<file path="config.mk">
export PLATFORM = sky130hd
export DESIGN_NAME = cpr_ctrl
export DESIGN_NICKNAME = d
export VERILOG_FILES = /design/src/rtl/cpr_pkg.sv /design/src/rtl/cpr_ctrl.sv
export SDC_FILE = /design/constraint.sdc
export NUM_CORES = 1
export LEC_CHECK = 0
export BUFFER_PORTS_ARGS = -buffer_cell sky130_fd_sc_hd__buf_2
export CAP_MARGIN = 25
export CORE_AREA = 2 2 39 41
export CTS_CLUSTER_DIAMETER = 200
export DETAILED_ROUTE_END_ITERATION = 10
export DIE_AREA = 0 0 41 43
export PLACE_DENSITY = 0.68
export SLEW_MARGIN = 20
export SYNTH_ARGS = -nofsm -noshare
export SYNTH_HDL_FRONTEND = slang
export SYNTH_SLANG_ARGS = --single-unit
</file>
<file path="constraint.sdc">
create_clock -name clock -period 2.5 [get_ports clock]
set_input_delay 0.625 -clock clock [delete_from_list [all_inputs] [get_ports clock]]
set_output_delay 0.625 -clock clock [all_outputs]
set_load 0.02 [all_outputs]
</file>
<file path="src/rtl/cpr_pkg.sv">
package cpr_pkg;

   localparam int FRAMES        = 1024;
   localparam int PAGE_BITS     = 20;
   localparam int IDX_W         = $clog2(FRAMES);
   localparam int CNT_W         = $clog2(FRAMES + 1);
   localparam int MOD_CNT_W     = $clog2(IDX_W + 1);
   localparam int CSR_W         = 11;
   localparam int PAGE_ID_W     = 20;
   localparam int FRAME_INDEX_W = 10;

   typedef struct packed {
      logic                 valid;
      logic                 ref_bit;
      logic [PAGE_BITS-1:0] page;
   } entry_type;

   localparam int ENTRY_W = $bits(entry_type);

   typedef struct packed {
      logic clear_step;
      logic take_req;
      logic search_step;
      logic mod_start;
      logic sweep_init;
      logic sweep_read;
      logic sweep_check;
      logic load;
      logic rsp_load;
   } cmd_type;

   typedef struct packed {
      logic clear_last;
      logic search_done;
      logic found;
      logic mod_ready;
      logic sweep_ref;
      logic rsp_free;
   } sts_type;

   // A count of zero means one frame; anything above the built depth saturates.
   function automatic logic [CNT_W-1:0] active_count(input logic [CSR_W-1:0] value);
      logic [CSR_W+CNT_W-1:0] wide;
      wide = {{CNT_W{1'b0}}, value};
      if (value == '0) begin
         return CNT_W'(1);
      end else if (wide > (CSR_W + CNT_W)'(FRAMES)) begin
         return CNT_W'(FRAMES);
      end else begin
         return wide[CNT_W-1:0];
      end
   endfunction

endpackage

</file>
<file path="src/rtl/cpr_ctrl.sv">
module cpr_ctrl
   import cpr_pkg::*;
(
   input  logic    clock,
   input  logic    reset,
   input  logic    req_valid,
   output logic    req_stall,
   input  sts_type sts,
   output cmd_type cmd
);

   typedef enum logic [6:0] {
      S_CLEAR     = 7'b0000001,
      S_IDLE      = 7'b0000010,
      S_SEARCH    = 7'b0000100,
      S_MOD       = 7'b0001000,
      S_SWEEP_RD  = 7'b0010000,
      S_SWEEP_CHK = 7'b0100000,
      S_DONE      = 7'b1000000
   } state_type;

   state_type state_ff, state_in;

   always_comb begin
      state_in = state_ff;
      cmd      = '0;
      case (state_ff)
         S_CLEAR: begin
            cmd.clear_step = 1'b1;
            if (sts.clear_last) begin
               state_in = S_IDLE;
            end
         end
         S_IDLE: begin
            if (req_valid) begin
               cmd.take_req = 1'b1;
               state_in     = S_SEARCH;
            end
         end
         S_SEARCH: begin
            cmd.search_step = 1'b1;
            if (sts.search_done) begin
               if (sts.found) begin
                  state_in = S_DONE;
               end else begin
                  cmd.mod_start = 1'b1;
                  state_in      = S_MOD;
               end
            end
         end
         S_MOD: begin
            if (sts.mod_ready) begin
               cmd.sweep_init = 1'b1;
               state_in       = S_SWEEP_RD;
            end
         end
         S_SWEEP_RD: begin
            cmd.sweep_read = 1'b1;
            state_in       = S_SWEEP_CHK;
         end
         S_SWEEP_CHK: begin
            cmd.sweep_check = 1'b1;
            if (sts.sweep_ref) begin
               state_in = S_SWEEP_RD;
            end else begin
               cmd.load = 1'b1;
               state_in = S_DONE;
            end
         end
         S_DONE: begin
            if (sts.rsp_free) begin
               cmd.rsp_load = 1'b1;
               state_in     = S_IDLE;
            end
         end
         default: begin
            state_in = S_CLEAR;
         end
      endcase
   end

   always_ff @(posedge clock) begin
      if (reset) begin
         state_ff <= S_CLEAR;
      end else begin
         state_ff <= state_in;
      end
   end

   assign req_stall = (state_ff != S_IDLE);

endmodule

</file>
==> qor_table.md, run 1 <==
| Metric | Reported | Unit |
|:---|:---|:---|
| Count of buffers from port buffering | 18 | - |
| Critical Path Fanout Max | 8 | - |
| # hold bufs at CTS | 0 | - |
| Cell with the most instances after synthesis | sky130_fd_sc_hd__nor2_1 | - |
| Cell depth of the worst flop-to-flop path | 5 | - |
| Via count of the first global-routing pass | 588 | - |
| Number of nets still failing antenna checks after routing | 0 | - |
| Category of the critical setup timing path | flop to output port | - |
| Data arrival, critical path | 1680 | ps |
| Fraction of the yosys area taken by sequential cells | 23.6 | % |
| Area of the core | 0.00138 | mm² |
| Clock slew at reported path FFs | 60 | ps |
| R2R Path Start | state_ff[3]$_SDFFE_PP0P_ | - |
| Dominant cells by area after synthesis | sky130_fd_sc_hd__dfxtp_1, sky130_fd_sc_hd__nor4b_1, sky130_fd_sc_hd__nor2_1, sky130_fd_sc_hd__inv_1, sky130_fd_sc_hd__and4b_1 | - |
| Shortest period the worst path allows | 2300 | ps |
| Final net count | 108 | - |
| CTS Buf Count | 3 | - |
| Int Power | 0.000255 | W |
| Final worst hold slack | 644 | ps |
| Ant. Diodes | 0 | - |
| CTS sink cnt | 7 | - |
| Count of mapped cells out of synthesis | 80 | - |
| Worst setup slack for register-to-register paths | 570 | ps |
| Starting Density | 42.9 | % |
| Share of total power in sequential cells | 37.9 | % |
| Startpoint of the worst hold path | reset | - |
| Power share of the combinational group | 36.2 | % |
| Count of pins over their slew limit | 0 | - |
| Worst hold stages | 2 | - |
| NetSw | 0.000161 | W |
| Area growth from synthesis to final layout | 22.7 | % |
| Capture point of the worst reg-to-reg path | state_ff[6]$_SDFFE_PP0P_ | - |
| Transition time of the tightest slew-check pin | 496 | ps |
| Number of antenna violations at the first check in global routing | 0 | - |
| Quantity of gates resized following cts | 0 | - |
| Async S/R FF share, synth | 0 | % |
| Number of register bits inferred by synthesis | 7 | - |
| Syn Std Cell Area | 594 | µm² |
| Worst-case clock buffer depth | 2 | - |
| Mean post-synth cell area | 7.43 | µm² |
| Area enclosed by the die boundary | 0.00176 | mm² |
| Area share of the largest cell type after synthesis | 23.6 | % |
| Worst hold path class | primary input to flop | - |
| # IOs | 19 | - |
| Post-detailed-route wirelength per cell | 13.2 | µm |
| Synth warn | 0 | - |
| CP Capture Type | output port | - |
| Number of inserted filler cells in the final layout | 145 | - |
| Core Rows | 14 | - |
| Number of flip-flops in the largest register | 7 | - |
| RSZ-0062 raised after global routing | no | - |
| TritonCTS clock tree | yes | - |
| Net Count, Synth | 89 | - |
| Overall die height | 43 | µm |
| Pin count of the biggest net entering global routing | 17 | - |
| DR vias | 662 | - |
| Number of distinct library cell variants in the gate-level netlist after synthesis | 33 | - |
| Width of the chip | 41 | µm |
| Setup_tns | 0 | ps |
| Placer congestion estimate | 0.776 | - |
| Startpoint kind of the worst setup timing path | flop | - |
| Final worst-path cycle share | 92.1 | % |
| Largest stage delay on the critical path | 450 | ps |
| Top post-synthesis cells by count | sky130_fd_sc_hd__nor2_1, sky130_fd_sc_hd__dfxtp_1, sky130_fd_sc_hd__inv_1, sky130_fd_sc_hd__nor4b_1, sky130_fd_sc_hd__clkbuf_1 | - |
| Hold Path End | state_ff[3]$_SDFFE_PP0P_ | - |
| Largest reg by FF count | state_ff | - |
| Detailed placement HPWL | 1.10 | mm |
| Power per unit of standard cell area | 571 | mW/mm² |
| Global route overflow | 0 | - |
| Top Registers | state_ff: 7 flops | - |
| Insertion delay of the later-clocked pin in the worst-skew pair | 250 | ps |
| Outcome | completed | - |
| Number of buffers inserted to repair setup after CTS | 0 | - |
| Post-synthesis cell type with the largest combined area | sky130_fd_sc_hd__dfxtp_1 | - |
| Part of the power in the clock network | 25.8 | % |
| Total routing usage reported by global routing | 20.9 | % |
| CP required | 1880 | ps |
| DR iter-0 viols | 18 | - |
| Via-to-Cell Ratio | 5.81 | - |
| Pre-Repair DR Iteration Count | 4 | - |
| Max-cap violation count | 0 | - |
| Max Clk Rate | 434 | MHz |
| H-tree level count | 1 | - |
| Global-route wire length before repair | 2.55 | mm |
| Share of cells above drive strength 1 | 32.7 | % |
| Max-slew headroom | 66.9 | % |
| Leading register cell type out of synthesis | sky130_fd_sc_hd__dfxtp_1 | - |
| Clk_skew | 2.09 | ps |
| Peak supply drop | 0.344 | mV |
| Cells traversed along the worst timing path | or3_4 > nor4b_2 > nand3b_1 > inv_1 > buf_2 | - |
| Reported leakage power | 0.346 | nW |
| Number of setup violations in the final report | 0 | - |
| Residual DRC count | 0 | - |
| Final hold viol count | 0 | - |
| Number of synthesized flops with an enable pin | 0 | - |
| Switching power share of the total | 38.7 | % |
| Root Buffer Master | sky130_fd_sc_hd__clkbuf_4 | - |
| Cell with the biggest individual delay on the critical path | sky130_fd_sc_hd__or3_4 | - |
| Post-Route WL | 1.51 | mm |
[critical path, delay by kind of cell, from the launching register on]
family	cells	cell delay, ps
buffers and inverters	2	210
DFF	1	370
and+or+nand+nor	3	840
[per-layer routing]
metal  GRT usage [%]  up-vias  routed length, µm
met4            12.0        0                 36
met5               0        -                  0
met1            27.2      310                686
met3            1.57        4                 81
met2            32.2       18                699
li1                -      330                  -
[power by group through the flow]
stage	combinational [W]	sequential [W]	clock [W]
floorplan	0.000125	0.000132	0
global placement	0.000147	0.000159	0
detailed placement	0.000150	0.000159	0
CTS	0.000151	0.000157	0.000111
global route	0.000170	0.000162	0.000115
finish	0.000151	0.000158	0.000108
[cells in the final DEF (no fill, tap or decap), types with 3 or more instances in the layout]
cell type / count
sky130_fd_sc_hd__inv_1: 7
sky130_fd_sc_hd__nand2_1: 4
sky130_fd_sc_hd__nor4_1: 3
sky130_fd_sc_hd__dfxtp_1: 7
sky130_fd_sc_hd__nor2_1: 8
sky130_fd_sc_hd__clkbuf_4: 3
sky130_fd_sc_hd__buf_2: 18
sky130_fd_sc_hd__o21ai_0: 4
sky130_fd_sc_hd__nor3_1: 3
sky130_fd_sc_hd__buf_4: 3
sky130_fd_sc_hd__nor4b_1: 6
[how the worst max path moves through the flow]
stage	startpoint	to	slack, ps	cells after the start
floorplan	state_ff[6]$_SDFFE_PP0P_	cmd[5]	190	6
global placement	sts[2]	state_ff[3]$_SDFFE_PP0P_	400	6
detailed placement	state_ff[4]$_SDFFE_PP0P_	cmd[5]	400	5
CTS	state_ff[4]$_SDFFE_PP0P_	cmd[5]	110	5
global route	state_ff[6]$_SDFFE_PP0P_	cmd[5]	70	5
finish	state_ff[4]$_SDFFE_PP0P_	cmd[5]	200	5
[stage by stage]
step                      setup slack (ps)  utilization [%]  cell area (µm²)  total power [W]  cells
after detailed placement               397             50.5              698         0.000309    110
after floorplan                        189                -              601         0.000258     80
final                                  196             52.7              729         0.000416    114
after global placement                 401             50.5              698         0.000306    110
after CTS                              114             52.4              724         0.000418    114
after global routing                  71.8             52.7              729         0.000448    114
[logic make-up (layout without fill, tap and decap cells)]
logic type,count (synthesis),after routing,synth area share (%)
AO/OA/AOI/OAI,13,13,16.0
buffers and inverters,14,32,10.3
flip-flops,7,7,23.6
XOR/XNOR,1,1,1.47
AND/OR/NAND/NOR,45,45,48.6
[cell type report]
| cell class | instances | area, µm² | area share [%] |
|---|---|---|---|
| Clock buffer | 4 | 26.3 | 3.60 |
| Multi-Input combinational cell | 59 | 404 | 55.4 |
| Tap cell | 16 | 20.0 | 2.74 |
| Timing Repair Buffer | 21 | 113 | 15.4 |
| Inverter | 7 | 26.3 | 3.60 |
| Sequential cell | 7 | 140 | 19.2 |
(Power assumes the default switching activity.)
==> inputs of run 2 (changes only) <==
--- a/config.mk
+++ b/config.mk
@@ -5,13 +5,14 @@
 export SDC_FILE = /design/constraint.sdc
 export NUM_CORES = 1
 export LEC_CHECK = 0
+export ABC_AREA = 1
 export BUFFER_PORTS_ARGS = -buffer_cell sky130_fd_sc_hd__buf_2
 export CAP_MARGIN = 25
 export CORE_AREA = 2 2 39 41
 export CTS_CLUSTER_DIAMETER = 200
 export DETAILED_ROUTE_END_ITERATION = 10
 export DIE_AREA = 0 0 41 43
-export PLACE_DENSITY = 0.68
+export PLACE_DENSITY = 0.65
 export SLEW_MARGIN = 20
 export SYNTH_ARGS = -nofsm -noshare
 export SYNTH_HDL_FRONTEND = slang
==> run 2 against run 1 <==
Utilization down 3.0 points. Synthesized cell count up 15%. Maximum frequency up 8.6%. Count of clock-buffer cells in the layout unchanged. Non-clock buffer count down 3. Synthesized area down 7.2%. Power up 17%. Die area unchanged. Global-route usage down 4.5 points. Largest power group is now combinational cells.
==> qor_table.md, run 2 <==
| Metric | Reported | Unit |
|:---|:---|:---|
| Outcome | completed | - |
| Leading cell types in the layout, fill and taps excluded | sky130_fd_sc_hd__inv_1, sky130_fd_sc_hd__nand2_1, sky130_fd_sc_hd__buf_2 | - |
| Core Rows | 14 | - |
| Residual DRC count | 0 | - |
| Cells traversed along the worst timing path | inv_1 > nand2_1 > nor2_1 > nand2_1 > nor2_1 > nand2_1 > inv_1 > buf_2 | - |
| Most common library cell in the layout ignoring fill and taps | sky130_fd_sc_hd__inv_1 | - |
| Number of inserted filler cells in the final layout | 154 | - |
| Net Count, Synth | 101 | - |
| Post-synthesis cell type with the largest combined area | sky130_fd_sc_hd__dfxtp_1 | - |
| Startpoint kind of the worst setup timing path | flop | - |
| Number of buffers inserted to repair setup after CTS | 0 | - |
| Clock slew at reported path FFs | 50 | ps |
| Width of the chip | 41 | µm |
| Cell with the biggest individual delay on the critical path | sky130_fd_sc_hd__dfxtp_1 | - |
| Share of cells above drive strength 1 | 33.3 | % |
| Synth warn | 0 | - |
| Post-detailed-route wirelength per cell | 9.22 | µm |
| Insertion delay of the later-clocked pin in the worst-skew pair | 250 | ps |
| Number of flip-flops in the largest register | 7 | - |
| Area of the core | 0.00138 | mm² |
| Area enclosed by the die boundary | 0.00176 | mm² |
| Root Buffer Master | sky130_fd_sc_hd__clkbuf_4 | - |
| Overall die height | 43 | µm |
| Max-slew headroom | 78.2 | % |
| Ant. Diodes | 0 | - |
| Area share of the largest cell type after synthesis | 25.4 | % |
| Number of nets still failing antenna checks after routing | 0 | - |
| Pin count of the biggest net entering global routing | 11 | - |
| Global route overflow | 0 | - |
| Area growth from synthesis to final layout | 24.7 | % |
| DR iter-0 viols | 7 | - |
| Worst-case clock buffer depth | 2 | - |
| # IOs | 19 | - |
| H-tree level count | 1 | - |
| Data arrival, critical path | 1500 | ps |
| Placer congestion estimate | 0.833 | - |
| Peak supply drop | 0.245 | mV |
| Transition time of the tightest slew-check pin | 325 | ps |
| Count of mapped cells out of synthesis | 92 | - |
| Number of synthesized flops with an enable pin | 0 | - |
| Final worst-path cycle share | 84.9 | % |
| Via count of the first global-routing pass | 494 | - |
| Async S/R FF share, synth | 0 | % |
| Final hold viol count | 0 | - |
| Critical Path Fanout Max | 4 | - |
| Via-to-Cell Ratio | 4.44 | - |
| Worst hold path class | flop to flop | - |
| Count of pins over their slew limit | 0 | - |
| Reported leakage power | 0.444 | nW |
| Global-route wire length before repair | 1.88 | mm |
| Dominant cells by area after synthesis | sky130_fd_sc_hd__dfxtp_1, sky130_fd_sc_hd__inv_1, sky130_fd_sc_hd__nand2_1, sky130_fd_sc_hd__nor2_1, sky130_fd_sc_hd__nand3_2 | - |
| Number of antenna violations at the first check in global routing | 0 | - |
| Largest stage delay on the critical path | 310 | ps |
| Largest reg by FF count | state_ff | - |
| Post-Route WL | 1.20 | mm |
| DR vias | 577 | - |
| Worst hold stages | 2 | - |
| Number of register bits inferred by synthesis | 7 | - |
| Final worst hold slack | 543 | ps |
| # hold bufs at CTS | 0 | - |
| TritonCTS clock tree | yes | - |
| Fraction of the yosys area taken by sequential cells | 25.4 | % |
| Cell with the most instances after synthesis | sky130_fd_sc_hd__inv_1 | - |
| Starting Density | 39.9 | % |
| Cell depth of the worst flop-to-flop path | 8 | - |
| Worst path most repeated cell | sky130_fd_sc_hd__nand2_1 | - |
| Shortest period the worst path allows | 2120 | ps |
| RSZ-0062 raised after global routing | no | - |
| Detailed placement HPWL | 1.02 | mm |
| Number of setup violations in the final report | 0 | - |
| CTS Buf Count | 3 | - |
| CTS sink cnt | 7 | - |
| Power per unit of standard cell area | 707 | mW/mm² |
| CP required | 1880 | ps |
| Clk_skew | 1.54 | ps |
| Top Registers | state_ff: 7 flops | - |
| Mean post-synth cell area | 6.00 | µm² |
| Max Clk Rate | 471 | MHz |
| Setup_tns | 0 | ps |
| Total routing usage reported by global routing | 16.4 | % |
| Syn Std Cell Area | 552 | µm² |
| Leading register cell type out of synthesis | sky130_fd_sc_hd__dfxtp_1 | - |
| Max-cap violation count | 0 | - |
| Quantity of gates resized following cts | 0 | - |
| Top post-synthesis cells by count | sky130_fd_sc_hd__inv_1, sky130_fd_sc_hd__nand2_1, sky130_fd_sc_hd__nor2_1, sky130_fd_sc_hd__dfxtp_1 | - |
| Worst setup slack for register-to-register paths | 1160 | ps |
| Pre-Repair DR Iteration Count | 4 | - |
| CP Capture Type | output port | - |
| Final net count | 124 | - |
| Count of buffers from port buffering | 18 | - |
| Total power consumption of the routed design | 0.000487 | W |
| Number of distinct library cell variants in the gate-level netlist after synthesis | 16 | - |
| Category of the critical setup timing path | flop to output port | - |
## run 2: per-stage QoR
step                      setup WS [ps]  utilization (%)  area (µm²)  instances
after global routing                194             49.7         688        130
after detailed placement            644             47.8         662        126
after floorplan                     801                -         552         92
final                               378             49.7         688        130
after global placement              631             47.8         662        126
after CTS                           364             49.7         688        130
## run 2: area by class of cell
cell class	instances	area (µm²)	area share, %
inverters	24	90.1	13.1
well taps	16	20.0	2.91
flip-flops and latches	7	140	20.4
clock buffers	4	26.3	3.82
multi-input cells	61	322	46.7
repair buffers	18	90.1	13.1
## run 2: cell families after synthesis
group	Yosys count	share of synthesized area, %
compound gates	5	4.99
buf+inv	24	16.3
flops	7	25.4
simple gates	56	53.3
## run 2: path summary, 6_finish.rpt
check | endpoint | start
max | cmd[5] | state_ff[0]$_SDFFE_PP1P_
min reg2reg | state_ff[6]$_SDFFE_PP0P_ | state_ff[6]$_SDFFE_PP0P_
max reg2reg | state_ff[6]$_SDFFE_PP0P_ | state_ff[0]$_SDFFE_PP1P_
min | state_ff[6]$_SDFFE_PP0P_ | state_ff[6]$_SDFFE_PP0P_
## run 2: worst max-delay path, delay by kind of cell (launching register included)
kind / cells / cell delay [ps]
simple gates: 5 / 680
flops: 1 / 310
buf+inv: 3 / 260
## run 2: layer usage
layer | vias up | global-route usage [%] | share of wire [%]
met4 | 0 | 12.0 | 1.8
met2 | 19 | 24.4 | 46
met5 | - | 0 | 0
met3 | 2 | 1.57 | 5.5
met1 | 235 | 20.7 | 47
li1 | 321 | - | -
## run 2: power breakdown
part / leakage, nW / internal (W) / switching [W]
logic: 0.372 / 0.0000828 / 0.000159
clock network: 0.0150 / 0.0000608 / 0.0000403
registers: 0.0570 / 0.000131 / 0.0000125
